File: src/hw/rtl/icc_pkg.sv
// Package for the import name category counter.
// Holds field widths, category codes and the fixed pattern table with its compare function.
// No dependencies.
`timescale 1ns / 1ps

package icc_pkg;

    localparam int CharBits    = 8;
    localparam int CatBits     = 4;
    localparam int CountW      = 16;
    localparam int NumCats     = 12;
    localparam int NumPats     = 49;
    localparam int MaxPatLen   = 25;
    localparam int PatBits     = MaxPatLen * CharBits;
    localparam int WindowLenDef = 25;
    localparam int CountBitsDef = 16;

    typedef enum logic [CatBits-1:0] {
        CatInjection = 4'd0,
        CatAntidebug = 4'd1,
        CatNetwork   = 4'd2,
        CatDownload  = 4'd3,
        CatProcess   = 4'd4,
        CatService   = 4'd5,
        CatRegistry  = 4'd6,
        CatFile      = 4'd7,
        CatCrypto    = 4'd8,
        CatShell     = 4'd9,
        CatMemory    = 4'd10,
        CatIpc       = 4'd11
    } t_cat;

    // Patterns are right-aligned: the last character sits in the low byte, unused bytes are zero.
    localparam logic [PatBits-1:0] PatText [NumPats] = '{
        "WriteProcessMemory", "VirtualAllocEx", "CreateRemoteThread", "SetWindowsHookEx",
        "Debugger", "DebugActiveProcess", "NtQueryInformationProcess", "OutputDebugString",
        "socket", "connect", "WSA", "Internet", "WinHttp", "HttpSend",
        "URLDownload", "InternetReadFile", "WinHttpReadData", "BITS",
        "CreateProcess", "OpenProcess", "TerminateProcess", "Process32",
        "CreateService", "OpenSCManager", "StartService",
        "RegOpen", "RegCreate", "RegSet", "RegQuery", "RegDelete",
        "CreateFile", "ReadFile", "WriteFile", "DeleteFile", "FindFirstFile",
        "Crypt", "BCrypt", "NCrypt",
        "ShellExecute", "WinExec", "CreateProcess",
        "VirtualAlloc", "VirtualProtect", "MapViewOfFile", "HeapAlloc",
        "CreateMutex", "CreateEvent", "CreatePipe", "MapViewOfFile"
    };

    localparam t_cat PatCat [NumPats] = '{
        CatInjection, CatInjection, CatInjection, CatInjection,
        CatAntidebug, CatAntidebug, CatAntidebug, CatAntidebug,
        CatNetwork, CatNetwork, CatNetwork, CatNetwork, CatNetwork, CatNetwork,
        CatDownload, CatDownload, CatDownload, CatDownload,
        CatProcess, CatProcess, CatProcess, CatProcess,
        CatService, CatService, CatService,
        CatRegistry, CatRegistry, CatRegistry, CatRegistry, CatRegistry,
        CatFile, CatFile, CatFile, CatFile, CatFile,
        CatCrypto, CatCrypto, CatCrypto,
        CatShell, CatShell, CatShell,
        CatMemory, CatMemory, CatMemory, CatMemory,
        CatIpc, CatIpc, CatIpc, CatIpc
    };

    // Compares the newest bytes of the window with every pattern; bit k is set when
    // any pattern of category k ends at the newest byte.
    function automatic logic [NumCats-1:0] pattern_hits(input logic [PatBits-1:0] tail);
        logic [NumCats-1:0] hits;
        logic [PatBits-1:0] care;
        hits = '0;
        for (int p = 0; p < NumPats; p++) begin
            for (int b = 0; b < MaxPatLen; b++) begin
                care[b*CharBits +: CharBits] =
                    (PatText[p][b*CharBits +: CharBits] != '0) ? {CharBits{1'b1}} : '0;
            end
            if (((tail ^ PatText[p]) & care) == '0) begin
                hits[PatCat[p]] = 1'b1;
            end
        end
        return hits;
    endfunction

endpackage

File: src/hw/rtl/icc_in_if.sv
// Input channel of the import name category counter: one name byte per transaction.
// Depends on icc_pkg for field widths.
`timescale 1ns / 1ps

interface icc_in_if import icc_pkg::*; ();
    logic                valid;
    logic                ready;
    logic [CharBits-1:0] name_char;
    logic                end_of_name;
    logic                end_of_list;

    modport source (output valid, output name_char, output end_of_name, output end_of_list,
                    input ready);
    modport sink   (input valid, input name_char, input end_of_name, input end_of_list,
                    output ready);
endinterface

File: src/hw/rtl/icc_out_if.sv
// Output channel of the import name category counter: one category count per transaction.
// Depends on icc_pkg for field widths.
`timescale 1ns / 1ps

interface icc_out_if import icc_pkg::*; ();
    logic               valid;
    logic               ready;
    logic [CatBits-1:0] category;
    logic [CountW-1:0]  category_count;
    logic               last_of_run;

    modport source (output valid, output category, output category_count, output last_of_run,
                    input ready);
    modport sink   (input valid, input category, input category_count, input last_of_run,
                    output ready);
endinterface

File: src/hw/rtl/import_name_category_counter.sv
// A byte is registered into the window and compared there; an end-of-list byte then loads the
// count snapshot for the output, and the twelve counts follow one per cycle while accepted.
// Bytes are taken one per cycle, but a list end waits only while the previous list's counts are
// still being drained. The window compare sits between the window register and the counters.
// Reset (synchronous, active low) clears hit mask, counters, output state; arms the window clear.
// Depends on icc_pkg, icc_in_if and icc_out_if.
`timescale 1ns / 1ps

module import_name_category_counter import icc_pkg::*; #(
    parameter int WINDOW_LEN = WindowLenDef,
    parameter int COUNT_BITS = CountBitsDef
) (
    input  logic      i_clk,
    input  logic      i_rst_n,
    icc_in_if.sink    i_in,
    icc_out_if.source o_out
);

    localparam int WinBits = WINDOW_LEN * CharBits;
    localparam logic [COUNT_BITS-1:0] CntMax = {COUNT_BITS{1'b1}};

    logic [WinBits-1:0]    r_win;
    logic                  r_clr;
    logic                  r_v1;
    logic                  r_eon1;
    logic                  r_eol1;
    logic [NumCats-1:0]    r_mask;
    logic [COUNT_BITS-1:0] r_cnt  [NumCats];
    logic [COUNT_BITS-1:0] r_snap [NumCats];
    logic                  r_busy;
    logic [CatBits-1:0]    r_idx;

    logic [WinBits-1:0]    n_win;
    logic [NumCats-1:0]    n_mask;
    logic [COUNT_BITS-1:0] n_cnt [NumCats];
    logic                  in_fire;
    logic                  out_fire;
    logic                  snap_free;
    logic                  stall_b;
    logic                  b_go;
    logic                  snap_load;
    logic                  last_pop;

    assign last_pop  = out_fire && (r_idx == CatIpc);
    assign snap_free = !r_busy || last_pop;
    assign stall_b   = r_v1 && r_eon1 && r_eol1 && !snap_free;
    assign b_go      = r_v1 && !stall_b;
    assign snap_load = b_go && r_eon1 && r_eol1;

    assign i_in.ready = !stall_b;
    assign in_fire    = i_in.valid && i_in.ready;
    assign out_fire   = o_out.valid && o_out.ready;

    assign o_out.valid          = r_busy;
    assign o_out.category       = r_idx;
    assign o_out.category_count = CountW'(r_snap[r_idx]);
    assign o_out.last_of_run    = (r_idx == CatIpc);

    always_comb begin
        n_win  = {(r_clr ? '0 : r_win[WinBits-CharBits-1:0]), i_in.name_char};
        n_mask = r_mask | pattern_hits(r_win[PatBits-1:0]);
        for (int k = 0; k < NumCats; k++) begin
            n_cnt[k] = (n_mask[k] && (r_cnt[k] != CntMax)) ? r_cnt[k] + 1'b1 : r_cnt[k];
        end
    end

    always_ff @(posedge i_clk) begin
        if (!i_rst_n) begin
            r_clr  <= 1'b1;
            r_v1   <= 1'b0;
            r_mask <= '0;
            r_busy <= 1'b0;
            r_idx  <= '0;
            for (int k = 0; k < NumCats; k++) begin
                r_cnt[k] <= '0;
            end
        end else begin
            if (in_fire) begin
                r_win  <= n_win;
                r_clr  <= i_in.end_of_name;
                r_eon1 <= i_in.end_of_name;
                r_eol1 <= i_in.end_of_list;
                r_v1   <= 1'b1;
            end else if (b_go) begin
                r_v1 <= 1'b0;
            end

            if (b_go) begin
                if (r_eon1) begin
                    r_mask <= '0;
                    for (int k = 0; k < NumCats; k++) begin
                        r_cnt[k] <= r_eol1 ? '0 : n_cnt[k];
                    end
                end else begin
                    r_mask <= n_mask;
                end
            end

            if (snap_load) begin
                r_busy <= 1'b1;
                r_idx  <= '0;
                for (int k = 0; k < NumCats; k++) begin
                    r_snap[k] <= n_cnt[k];
                end
            end else if (out_fire) begin
                if (last_pop) begin
                    r_busy <= 1'b0;
                end else begin
                    r_idx <= r_idx + 1'b1;
                end
            end
        end
    end

    // The emitter never runs past the last category.
    a_idx_range: assert property (@(posedge i_clk) disable iff (!i_rst_n)
        r_busy |-> (r_idx <= CatIpc))
        else $error("Result index beyond the last category.");

    // A list end loads a fresh run of counts starting at the first category.
    a_snap_start: assert property (@(posedge i_clk) disable iff (!i_rst_n)
        snap_load |=> (r_busy && (r_idx == CatInjection)))
        else $error("Count run did not start after a list end.");

    // The last count drains the run unless a new list end reloads it.
    a_run_end: assert property (@(posedge i_clk) disable iff (!i_rst_n)
        (last_pop && !snap_load) |=> !r_busy)
        else $error("Count run still busy after its last transaction.");

    // A name end clears the hit mask for the next name.
    a_mask_clear: assert property (@(posedge i_clk) disable iff (!i_rst_n)
        (b_go && r_eon1) |=> (r_mask == '0))
        else $error("Hit mask not cleared at the end of a name.");

    // A list end never overwrites counts that are still being delivered.
    a_no_overwrite: assert property (@(posedge i_clk) disable iff (!i_rst_n)
        (r_busy && !last_pop) |-> !snap_load)
        else $error("Count run overwritten before it was drained.");

endmodule

File: src/flat_wrapper.sv
// flat-port wrapper written by rule: the top's interface ports become plain ports
module import_name_category_counter_flat import icc_pkg::*;
#(
    parameter int WINDOW_LEN = WindowLenDef,
    parameter int COUNT_BITS = CountBitsDef
)
  (i_clk, i_rst_n, i_in_valid, i_in_name_char, i_in_end_of_name, i_in_end_of_list, i_in_ready, o_out_valid, o_out_category, o_out_category_count, o_out_last_of_run, o_out_ready);
  icc_in_if i_in_i ();
  icc_out_if o_out_i ();
  input  logic i_clk;
  input  logic i_rst_n;
  input wire logic [$bits(i_in_i.valid)-1:0] i_in_valid;
  input wire logic [$bits(i_in_i.name_char)-1:0] i_in_name_char;
  input wire logic [$bits(i_in_i.end_of_name)-1:0] i_in_end_of_name;
  input wire logic [$bits(i_in_i.end_of_list)-1:0] i_in_end_of_list;
  output wire logic [$bits(i_in_i.ready)-1:0] i_in_ready;
  output wire logic [$bits(o_out_i.valid)-1:0] o_out_valid;
  output wire logic [$bits(o_out_i.category)-1:0] o_out_category;
  output wire logic [$bits(o_out_i.category_count)-1:0] o_out_category_count;
  output wire logic [$bits(o_out_i.last_of_run)-1:0] o_out_last_of_run;
  input wire logic [$bits(o_out_i.ready)-1:0] o_out_ready;
  assign i_in_i.valid = i_in_valid;
  assign i_in_i.name_char = i_in_name_char;
  assign i_in_i.end_of_name = i_in_end_of_name;
  assign i_in_i.end_of_list = i_in_end_of_list;
  assign i_in_ready = i_in_i.ready;
  assign o_out_valid = o_out_i.valid;
  assign o_out_category = o_out_i.category;
  assign o_out_category_count = o_out_i.category_count;
  assign o_out_last_of_run = o_out_i.last_of_run;
  assign o_out_i.ready = o_out_ready;
  import_name_category_counter #(.WINDOW_LEN(WINDOW_LEN), .COUNT_BITS(COUNT_BITS)) u_core (.i_clk(i_clk), .i_rst_n(i_rst_n), .i_in(i_in_i), .o_out(o_out_i));
endmodule
File: config.mk
export PLATFORM = sky130hd
export DESIGN_NAME = import_name_category_counter_flat
export DESIGN_NICKNAME = d
export VERILOG_FILES = /design/src/hw/rtl/icc_pkg.sv /design/src/hw/rtl/icc_in_if.sv /design/src/hw/rtl/icc_out_if.sv /design/src/hw/rtl/import_name_category_counter.sv /design/src/flat_wrapper.sv
export SDC_FILE = /design/constraint.sdc
export NUM_CORES = 1
export LEC_CHECK = 0
export ABC_AREA = 1
export BUFFER_PORTS_ARGS = -buffer_cell sky130_fd_sc_hd__buf_2
export CORE_MARGIN = 1.5
export CORE_UTILIZATION = 60
export CTS_CLUSTER_SIZE = 28
export DETAILED_ROUTE_END_ITERATION = 10
export PLACE_DENSITY = 0.76
export SYNTH_ARGS = -nofsm -noshare
export SYNTH_HDL_FRONTEND = slang
export SYNTH_SLANG_ARGS = --single-unit
File: constraint.sdc
create_clock -name i_clk -period 15.2 [get_ports i_clk]
set_clock_uncertainty 0.2 [all_clocks]
set_input_delay 1.52 -clock i_clk [delete_from_list [all_inputs] [get_ports i_clk]]
set_output_delay 1.52 -clock i_clk [all_outputs]
set_load 0.02 [all_outputs]
After elaboration in Yosys (flattened, before gate mapping)
Memories as Yosys holds them, arrays and structs flattened. A register that Yosys moved wholly into a read port is not among the register bits. Cells that the tools add are included.

Word-level logic and storage cells: 279. Output and inout port bits: 23. Bits in writable memories: 384. Memories: 2. Flip-flop bits (word level): 221. Input port bits: 14.

Memories: u_core.r_cnt (depth 12, width 16, rd ports 12, clocked after Yosys merged registers in 0, wr ports 12, line import_name_category_counter.sv:28) `logic [COUNT_BITS-1:0] r_cnt [NumCats];`; u_core.r_snap (depth 12, width 16, rd ports 1, clocked after Yosys merged registers in 1, wr ports 12, line import_name_category_counter.sv:29) `logic [COUNT_BITS-1:0] r_snap [NumCats];`.

Bitwise logic cells: 62. Equality and inequality tests: 13. Multiplexer cells: 101. Reduce and logical (&&, ||, !) cells: 79. Add/subtract/negate cells: 13.

Operator list (count): $logic_not 200->1 (47); $mux 16 (36); $not 52->52 (4); $add 16x1->16 const B (12); $ne 16x16->1 const B (12); $not 72->72 (2); $not 37->37 (3); $not 108->108 (1); $not 32->32 (3); $not 48->48 (2); $not 47->47 (2); $not 29->29 (3); $not 43->43 (2); $not 79->79 (1); $not 71->71 (1); $not 34->34 (2); $not 68->68 (1); $not 33->33 (2); $not 66->66 (1); $mux 1 (62); $not 61->61 (1); $not 28->28 (2); $not 56->56 (1); $not 55->55 (1); 25 further kinds (64).

Logic depth before layout (Yosys ltp)
Gate-level depths: netlist of the first run.

Depth in word-level cells: 13. Gate-level depth with buffers: 18.

Worst setup path before layout of the first run
Ideal clock, no wire load.

Path kind: input to register. Start point: in o_out_ready. End point: reg u_core.r_eol1 (enable). Buffers on the path: 0. Data required time: 14.232 ns. Setup time: 0.768 ns. Stages on the path: 4. Arrival time: 10.439 ns. Slack: 3.793 ns. Cell sequence: a21boi_0 -> nand3_1 -> nand2_1 -> nor2_1.

Word-level cells in the longest chain between the ends: 8.

RTL lines: from (decl) (line flat_wrapper.sv:21) `input wire logic [$bits(o_out_i.ready)-1:0] o_out_ready;`; $logic_and 1x1->1 (line import_name_category_counter.sv:52) `assign out_fire = o_out.valid && o_out.ready;`; $logic_and 1x1->1 (line import_name_category_counter.sv:44) `assign last_pop = out_fire && (r_idx == CatIpc);`; $logic_or 1x1->1 (line import_name_category_counter.sv:45) `assign snap_free = !r_busy || last_pop;`; $logic_not 1->1 (line import_name_category_counter.sv:46) `assign stall_b = r_v1 && r_eon1 && r_eol1 && !snap_free;`; $logic_and 1x1->1 (line import_name_category_counter.sv:46); $logic_not 1->1 (line import_name_category_counter.sv:50) `assign i_in.ready = !stall_b;`; via i_in_ready (line flat_wrapper.sv:16) `output wire logic [$bits(i_in_i.ready)-1:0] i_in_ready;`; $logic_and 1x1->1 (line import_name_category_counter.sv:51) `assign in_fire = i_in.valid && i_in.ready;`; $reduce_and 2->1 (no source line); to (signal assigned) (line import_name_category_counter.sv:82) `r_eol1 <= i_in.end_of_list;`; to (decl) (line import_name_category_counter.sv:26) `logic r_eol1;`.

The timed path passes the listed nets, and every way through them passes these cells. A chain may end at the register's enable or synchronous reset.

==> reports/summary.txt, run 1 <==
status = finished clean
Avg Cell Area, Syn = 8.184 µm²
Final GP Congestion = 1.045
Leakage = 14.93 nW
Antenna Violating Nets Remaining = 0
DRT Wirelength = 92.88 mm
maximum VDD drop = 0.0001000 V
Mapped Area = 34240 µm²
total congestion overflow = 0
Rel. slew slack = 20.44%
chip height = 241.9 µm
Largest delay share family, worst path = compound AO/OA/AOI/OAI gates
worst-path fanout max = 111
reg2reg setup slack = 10.21 ns
synthesized instance count = 4184
Clock Pin Slew Worst Setup and Hold Paths = 0.06 ns
Row Count = 87
CTS tree = built
Port-buffer cells = 36
total number of vias = 28360
Core Util, Final = 65.78%
min-delay src = u_core.r_mask[7]
Synth cell types = 46
Mapped Nets = 4211
Pre-antenna DRT Iters = 6
number of global-route vias before repair = 26370
initial antenna violation count = 6
vias per inst = 5.674
startpoint types = register
worst hold slack = 0.2474 ns
RSZ-0062 raised after global routing = no
setup_tns = 0 ns
slowest CP cell = buf_4
# Max-Cap Violations = 0
total power draw = 3.782 mW
switching power share of the total = 23.77%
Num CTS Buffers = 68
register share of total power = 51.7%
clk_lat worst skew = 0.62 ns
largest net degree at the start of global routing = 196
Top Usage Layer GRT = met2
fill cell count = 4846
worst-path cell chain = buf_4, a21oi_1, o21ai_0, o21ai_0, a211oi_1, a31oi_1, buf_2
layout net count = 4217
num ports = 37
met2 usage = 47.57%
CP Data Arrival Time = 3.78 ns
Synth Area in Compound Gates = 5.430%
Sink Count = 609
crit share post-route = 36.18%
Multi-input gate area = 13310 µm²
Ys Warns = 0
met1 Use GR = 45.33%
Int Power = 2.883 mW
clock root buffer = clkbuf_16
Starting Density = 60.73%
mux contribution to synthesized area = 0.8769%
Synth area leader = edfxtp_1
1st-iter DRT viols = 3513
first-pass GRT wire length = 144.2 mm
Post-synth EDFFs = 586
Die ar. = 58510 µm²
Synth top area share = 51.39%
Combinational Power Share = 5.9%
Crit path required time = 13.48 ns
Hold Path Class = register to register
Total GRT Usage = 31.76%
Die Wd = 241.9 µm
CP Buf/Inv Count = 2
H-tree Lvls = 3
XOR/XNOR Fraction of Synth Area = 2.967%
Clk pwr share = 42.4%
adder-cell share of the synthesized area = 0.4750%
area grow syn2layout = 8.316%
Cell Pwr Density = 102.0 nW/µm²
cts hold-fix bufs = 0
WS Path Type = register to output port
Core Region = 56390 µm²
Fmax = 0.1818 GHz
Final Hold Fails = 0
detailed-placement wirelength estimate = 67.25 mm
number of setup buffers added after CTS = 0
grt met3 use = 6.680%
Seq/Total Area, Yosys = 52.73%
Clock Tree Buf Depth = 3
Residual DRC = 0
Resize count post-CTS = 0
Seq cells post-synth = 609
Top FF cell, synth = edfxtp_1
post-route minimum period = 5.500 ns
max-slew violations = 0
largest family of logic cells by synthesized area = simple AND/OR/NAND/NOR gates
# setup viols final = 0
Area contributors post-synth = edfxtp_1 51%, nand2_1 11%, nor2_1 7.7%
reg2reg start = u_core.o_out.category[0]
Simple-Gate Fraction of Synth Area = 29.06%
register area = 18070 µm²
max incr delay on CP = 0.96 ns
worst slew pin tran = 1.192 ns
Async S/R FF share, synth = 0%
layout cell share with drive strength beyond 1 = 5.142%
Net Sw Power = 0.8990 mW
crit path capture type = output port
DR WL/cell = 18.58 µm
most numerous cell on the critical path = o21ai_0
-- worst register-to-register path: stages, from the launching register on --
cell and delay, ns:
dfxtp_1 0.38, ha_1 0.19, nand2_1 0.05, nor2_1 0.19, a21boi_0 0.32, nand3_1 0.29, nand2_1 0.08, inv_1 0.08
nand2_1 0.09, nor2_4 0.79, buf_4 0.94, buf_4 0.94
-- state kept, by name (all words and copies together) (netlist names), named ones only --
name                   cells
u_core.r_mask             12
u_core.r_snap            192
u_core.r_clr               1
u_core.r_cnt             192
u_core.r_v1                1
u_core.o_out.valid         1
u_core.o_out.category      4
u_core.r_win             200
u_core.r_eon1              1
u_core.r_eol1              1
-- final timing paths --
path	depth (start not counted)	end
worst max-delay path	7	o_out_category_count[2]
worst max register to register	11	u_core.r_snap[2][7]
worst min-delay path	2	u_core.r_mask[7]
worst min register to register	2	u_core.r_mask[7]
-- power groups by stage --
stage / Sequential [mW] / Combinational (mW) / Clock [mW]
finish: 1.96 / 0.223 / 1.60
global route: 1.96 / 0.249 / 1.68
CTS: 1.95 / 0.220 / 1.62
detailed placement: 1.99 / 0.219 / 0
global placement: 1.99 / 0.215 / 0
floorplan: 1.99 / 0.155 / 0
-- final cells by class --
class	instances	share of cell area, %
Antenna cell	2	0.01349
Clock buffer	79	4.756
Clock inverter	41	0.9783
Inverter	619	6.285
Multi-Input combinational cell	2841	35.89
Sequential cell	609	48.71
Tap cell	756	2.550
Timing Repair Buffer	51	0.8231
-- cell families after synthesis --
family / Yosys count
AO/OA/AOI/OAI: 339
XOR/XNOR: 116
adder cells (fa/ha/maj): 13
buffers and inverters: 734
flip-flops: 609
multiplexers: 30
AND/OR/NAND/NOR: 2343
-- stage by stage --
step | cell area (µm²) | setup slack, ns | instances
2_1_floorplan | 34240 | 3.793 | 4184
3_3_place_gp | 34960 | 9.589 | 4876
3_5_place_dp | 34960 | 9.506 | 4876
4_1_cts | 37090 | 9.794 | 4996
5_1_grt | 37090 | 9.475 | 4996
6_report | 37090 | 9.700 | 4998
-- cells in the final DEF (no fill, tap or decap), drive strengths merged, types with 5 or more instances in the layout --
cell / count
a211oi: 11
a21oi: 196
a31oi: 9
and3: 6
buf: 51
bufinv: 5
clkbuf: 79
clkinv: 24
clkinvlp: 7
dfxtp: 23
edfxtp: 586
ha: 13
inv: 624
mux2i: 30
nand2: 1014
nand3: 345
nand3b: 21
nand4: 59
nor2: 726
nor3: 135
nor4: 29
o211ai: 26
o21ai: 90
xnor2: 22
xor2: 94
-- cells in the mapped netlist, types with 21 or more instances --
cell,n
o21ai_0,90
xnor2_1,22
inv_1,614
nand4_1,59
nor4_1,29
nand2_1,1002
edfxtp_1,586
clkbuf_1,73
nor3_1,134
nor2_1,707
dfxtp_1,23
o211ai_1,26
nand3b_1,21
a21oi_1,187
nand3_1,331
mux2i_1,30
xor2_1,94
-- routing by layer --
| metal | up-vias | share of wire [%] |
|---|---|---|
| met2 | 1181 | 44 |
| met3 | 224 | 9.2 |
| li1 | 13710 | - |
| met1 | 13240 | 43 |
| met5 | - | 0.031 |
| met4 | 4 | 4.1 |
Note: power is estimated with default switching activity, not from simulation.
==> run 2: changes to the inputs <==
==> constraint.sdc (replaced) <==
create_clock -name i_clk -period 5.5 [get_ports i_clk]
set_clock_uncertainty 0.2 [all_clocks]
set_input_delay 0.55 -clock i_clk [delete_from_list [all_inputs] [get_ports i_clk]]
set_output_delay 0.55 -clock i_clk [all_outputs]
set_load 0.02 [all_outputs]
==> reports/summary.txt, run 2 (synthesis results as in run 1) <==
largest net degree at the start of global routing = 187 (-4.6%)
crit share post-route = 76.02%
min-delay src = i_in_valid
DRT Wirelength = 96.81 mm (+4.2%)
fill cell count = 4841 (-0.10%)
worst hold slack = 0.09526 ns (-0.1521 ns)
clock root buffer = clkbuf_16
Int Power = 7.993 mW (+180%)
Port-buffer cells = 36 (unchanged)
Resize count post-CTS = 0 (unchanged)
Final Hold Fails = 0 (unchanged)
number of setup buffers added after CTS = 0 (unchanged)
initial antenna violation count = 0 (-6)
max-slew violations = 0 (unchanged)
# Max-Cap Violations = 0 (unchanged)
Antenna Violating Nets Remaining = 0 (unchanged)
reg2reg setup slack = 1.67 ns (-8.54 ns)
H-tree Lvls = 3 (unchanged)
Total GRT Usage = 33.12% (+1.4 points)
status = finished clean
DR WL/cell = 19.31 µm (+3.9%)
reg2reg start = u_core.o_out.category[0]
Core Region = 56390 µm² (unchanged)
Largest delay share family, worst path = compound AO/OA/AOI/OAI gates
detailed-placement wirelength estimate = 70.79 mm (+5.3%)
Pre-antenna DRT Iters = 6 (unchanged)
CP Buf/Inv Count = 2 (unchanged)
chip height = 241.9 µm (unchanged)
R2R cell count = 10 (-1)
switching power share of the total = 23.79% (about the same)
Net Sw Power = 2.495 mW (+180%)
post-route insts no fill = 5013 (+0.30%)
Largest Register = u_core.r_win
placed cells = 4883 (+0.14%)
cts hold-fix bufs = 11 (+11)
total number of vias = 28520 (+0.55%)
Cell Pwr Density = 281.0 nW/µm² (+180%)
CP Data Arrival Time = 3.43 ns (-0.35 ns)
post-route minimum period = 4.181 ns
setup_tns = 0 ns (unchanged)
worst slew pin tran = 1.336 ns (+0.1440 ns)
Die Wd = 241.9 µm (unchanged)
1st-iter DRT viols = 3157 (-10%)
Sink Count = 609 (unchanged)
max FFs per register = 200 (unchanged)
layout cell share with drive strength beyond 1 = 5.262% (+0.12 points)
Die ar. = 58510 µm² (unchanged)
first-pass GRT wire length = 149.9 mm (+4.0%)
Clk pwr share = 42.5% (about the same)
WS Path Type = register to output port
max incr delay on CP = 0.81 ns (-0.15 ns)
clk_lat worst skew = 0.62 ns (about the same)
worst-path cell chain = inv_1, o21ai_0, a211oi_1, a31oi_1, buf_2
number of global-route vias before repair = 26550 (+0.67%)
commonest non-fill, non-tap cells in the layout = 1001 x nand2_1, 705 x nor2_1, 613 x inv_1
most common cell after layout, fill and taps aside = nand2_1
Rel. slew slack = 10.83% (-9.6 points)
total congestion overflow = 0 (unchanged)
hold depth = 3 (+1)
Crit path required time = 4.75 ns (-8.73 ns)
Row Count = 87 (unchanged)
vias per inst = 5.688 (+0.25%)
Residual DRC = 0 (unchanged)
FF-to-FF End = u_core.r_cnt[0][165]
# setup viols final = 0 (unchanged)
Final GP Congestion = 1.045 (about the same)
layout net count = 4234 (+0.40%)
Clock Pin Slew Worst Setup and Hold Paths = 0.06 ns (about the same)
num ports = 37 (unchanged)
top flop regs = u_core.r_win: 200 flops, u_core.r_cnt: 192 flops, u_core.r_snap: 192 flops
Leakage = 15.05 nW (+0.78%)
area grow syn2layout = 8.985%
ant diodes = 0 (-2)
slowest CP cell = dfxtp_2
Clock Tree Buf Depth = 3 (unchanged)
maximum VDD drop = 0.0002856 V (+190%)
Combinational Power Share = 6.0% (about the same)
crit path capture type = output port
register share of total power = 51.5% (-0.2 points)
RSZ-0062 raised after global routing = no
Hold Path Class = primary input to register
Starting Density = 60.73% (unchanged)
Hold Crit Endpoint = u_core.r_clr
startpoint types = register
Fmax = 0.2392 GHz
CTS tree = built
Num CTS Buffers = 67 (-1.5%)
worst-path fanout max = 37 (-67%)
## run 2: cell types whose count changed in the layout (fill, tap and decap cells not counted), sizes merged
cell / before / now
clkinv: 24 / 25
diode: 2 / 0
clkbuf: 79 / 84
dlygate4sd3: 0 / 11
inv: 624 / 621
buf: 51 / 58
clkinvlp: 7 / 3
## run 2: worst register-to-register path: cells and delay by family, from the launching register on
kind                     cells  cell delay [ns]
buffers and inverters        3             0.78
AND/OR/NAND/NOR              5             1.26
AO/OA/AOI/OAI                1             0.59
adder cells (fa/ha/maj)      1             0.22
flip-flops                   1             0.34
## run 2: how the worst max path moves through the flow
stage | startpoint | to | cells after the start
after floorplan | u_core.o_out.category[0] | u_core.r_eol1 | 7
after global routing | register | o_out_category_count[15] | 5
after global placement | o_out_ready | u_core.r_cnt[0][86] | 8
after detailed placement | u_core.o_out.category[0] | u_core.r_cnt[0][87] | 10
final | register | o_out_category_count[15] | 5
after CTS | register | o_out_category_count[2] | 5
## run 2: power by group through the flow
stage | clock [mW] | combinational (mW) | sequential (mW)
4_1_cts | 4.51 | 0.622 | 5.40
3_5_place_dp | 0 | 0.611 | 5.49
3_3_place_gp | 0 | 0.600 | 5.49
5_1_grt | 4.67 | 0.699 | 5.42
2_1_floorplan | 0 | 0.430 | 5.47
6_report | 4.46 | 0.628 | 5.40
## run 2: area by class of cell
type	instances	area [µm²]	share of cell area, %
repair buffers	69	530.5	1.422
multi-input cells	2841	13310	35.67
clock inverters	35	346.6	0.9287
inverters	619	2327	6.236
flip-flops and latches	609	18070	48.41
clock buffers	84	1793	4.804
well taps	756	945.9	2.535
## run 2: through the flow
stage          util [%]  area (µm²)  power (mW)  worst slack, ns
2_1_floorplan         -       34260       5.900          0.08009
3_3_place_gp      62.20       35070       6.090            1.826
3_5_place_dp      62.20       35070       6.104            1.694
4_1_cts           66.19       37320       10.53            1.396
5_1_grt           66.19       37320       10.79            1.224
6_report          66.19       37320       10.49            1.319
## run 2: routing by layer
metal	GRT usage, %	wire length [µm]	vias up
li1	-	-	13750
met1	48.85	42860	13410
met4	9.632	2592	0
met3	5.461	8524	159
met2	50.67	42840	1205
met5	0	0	-
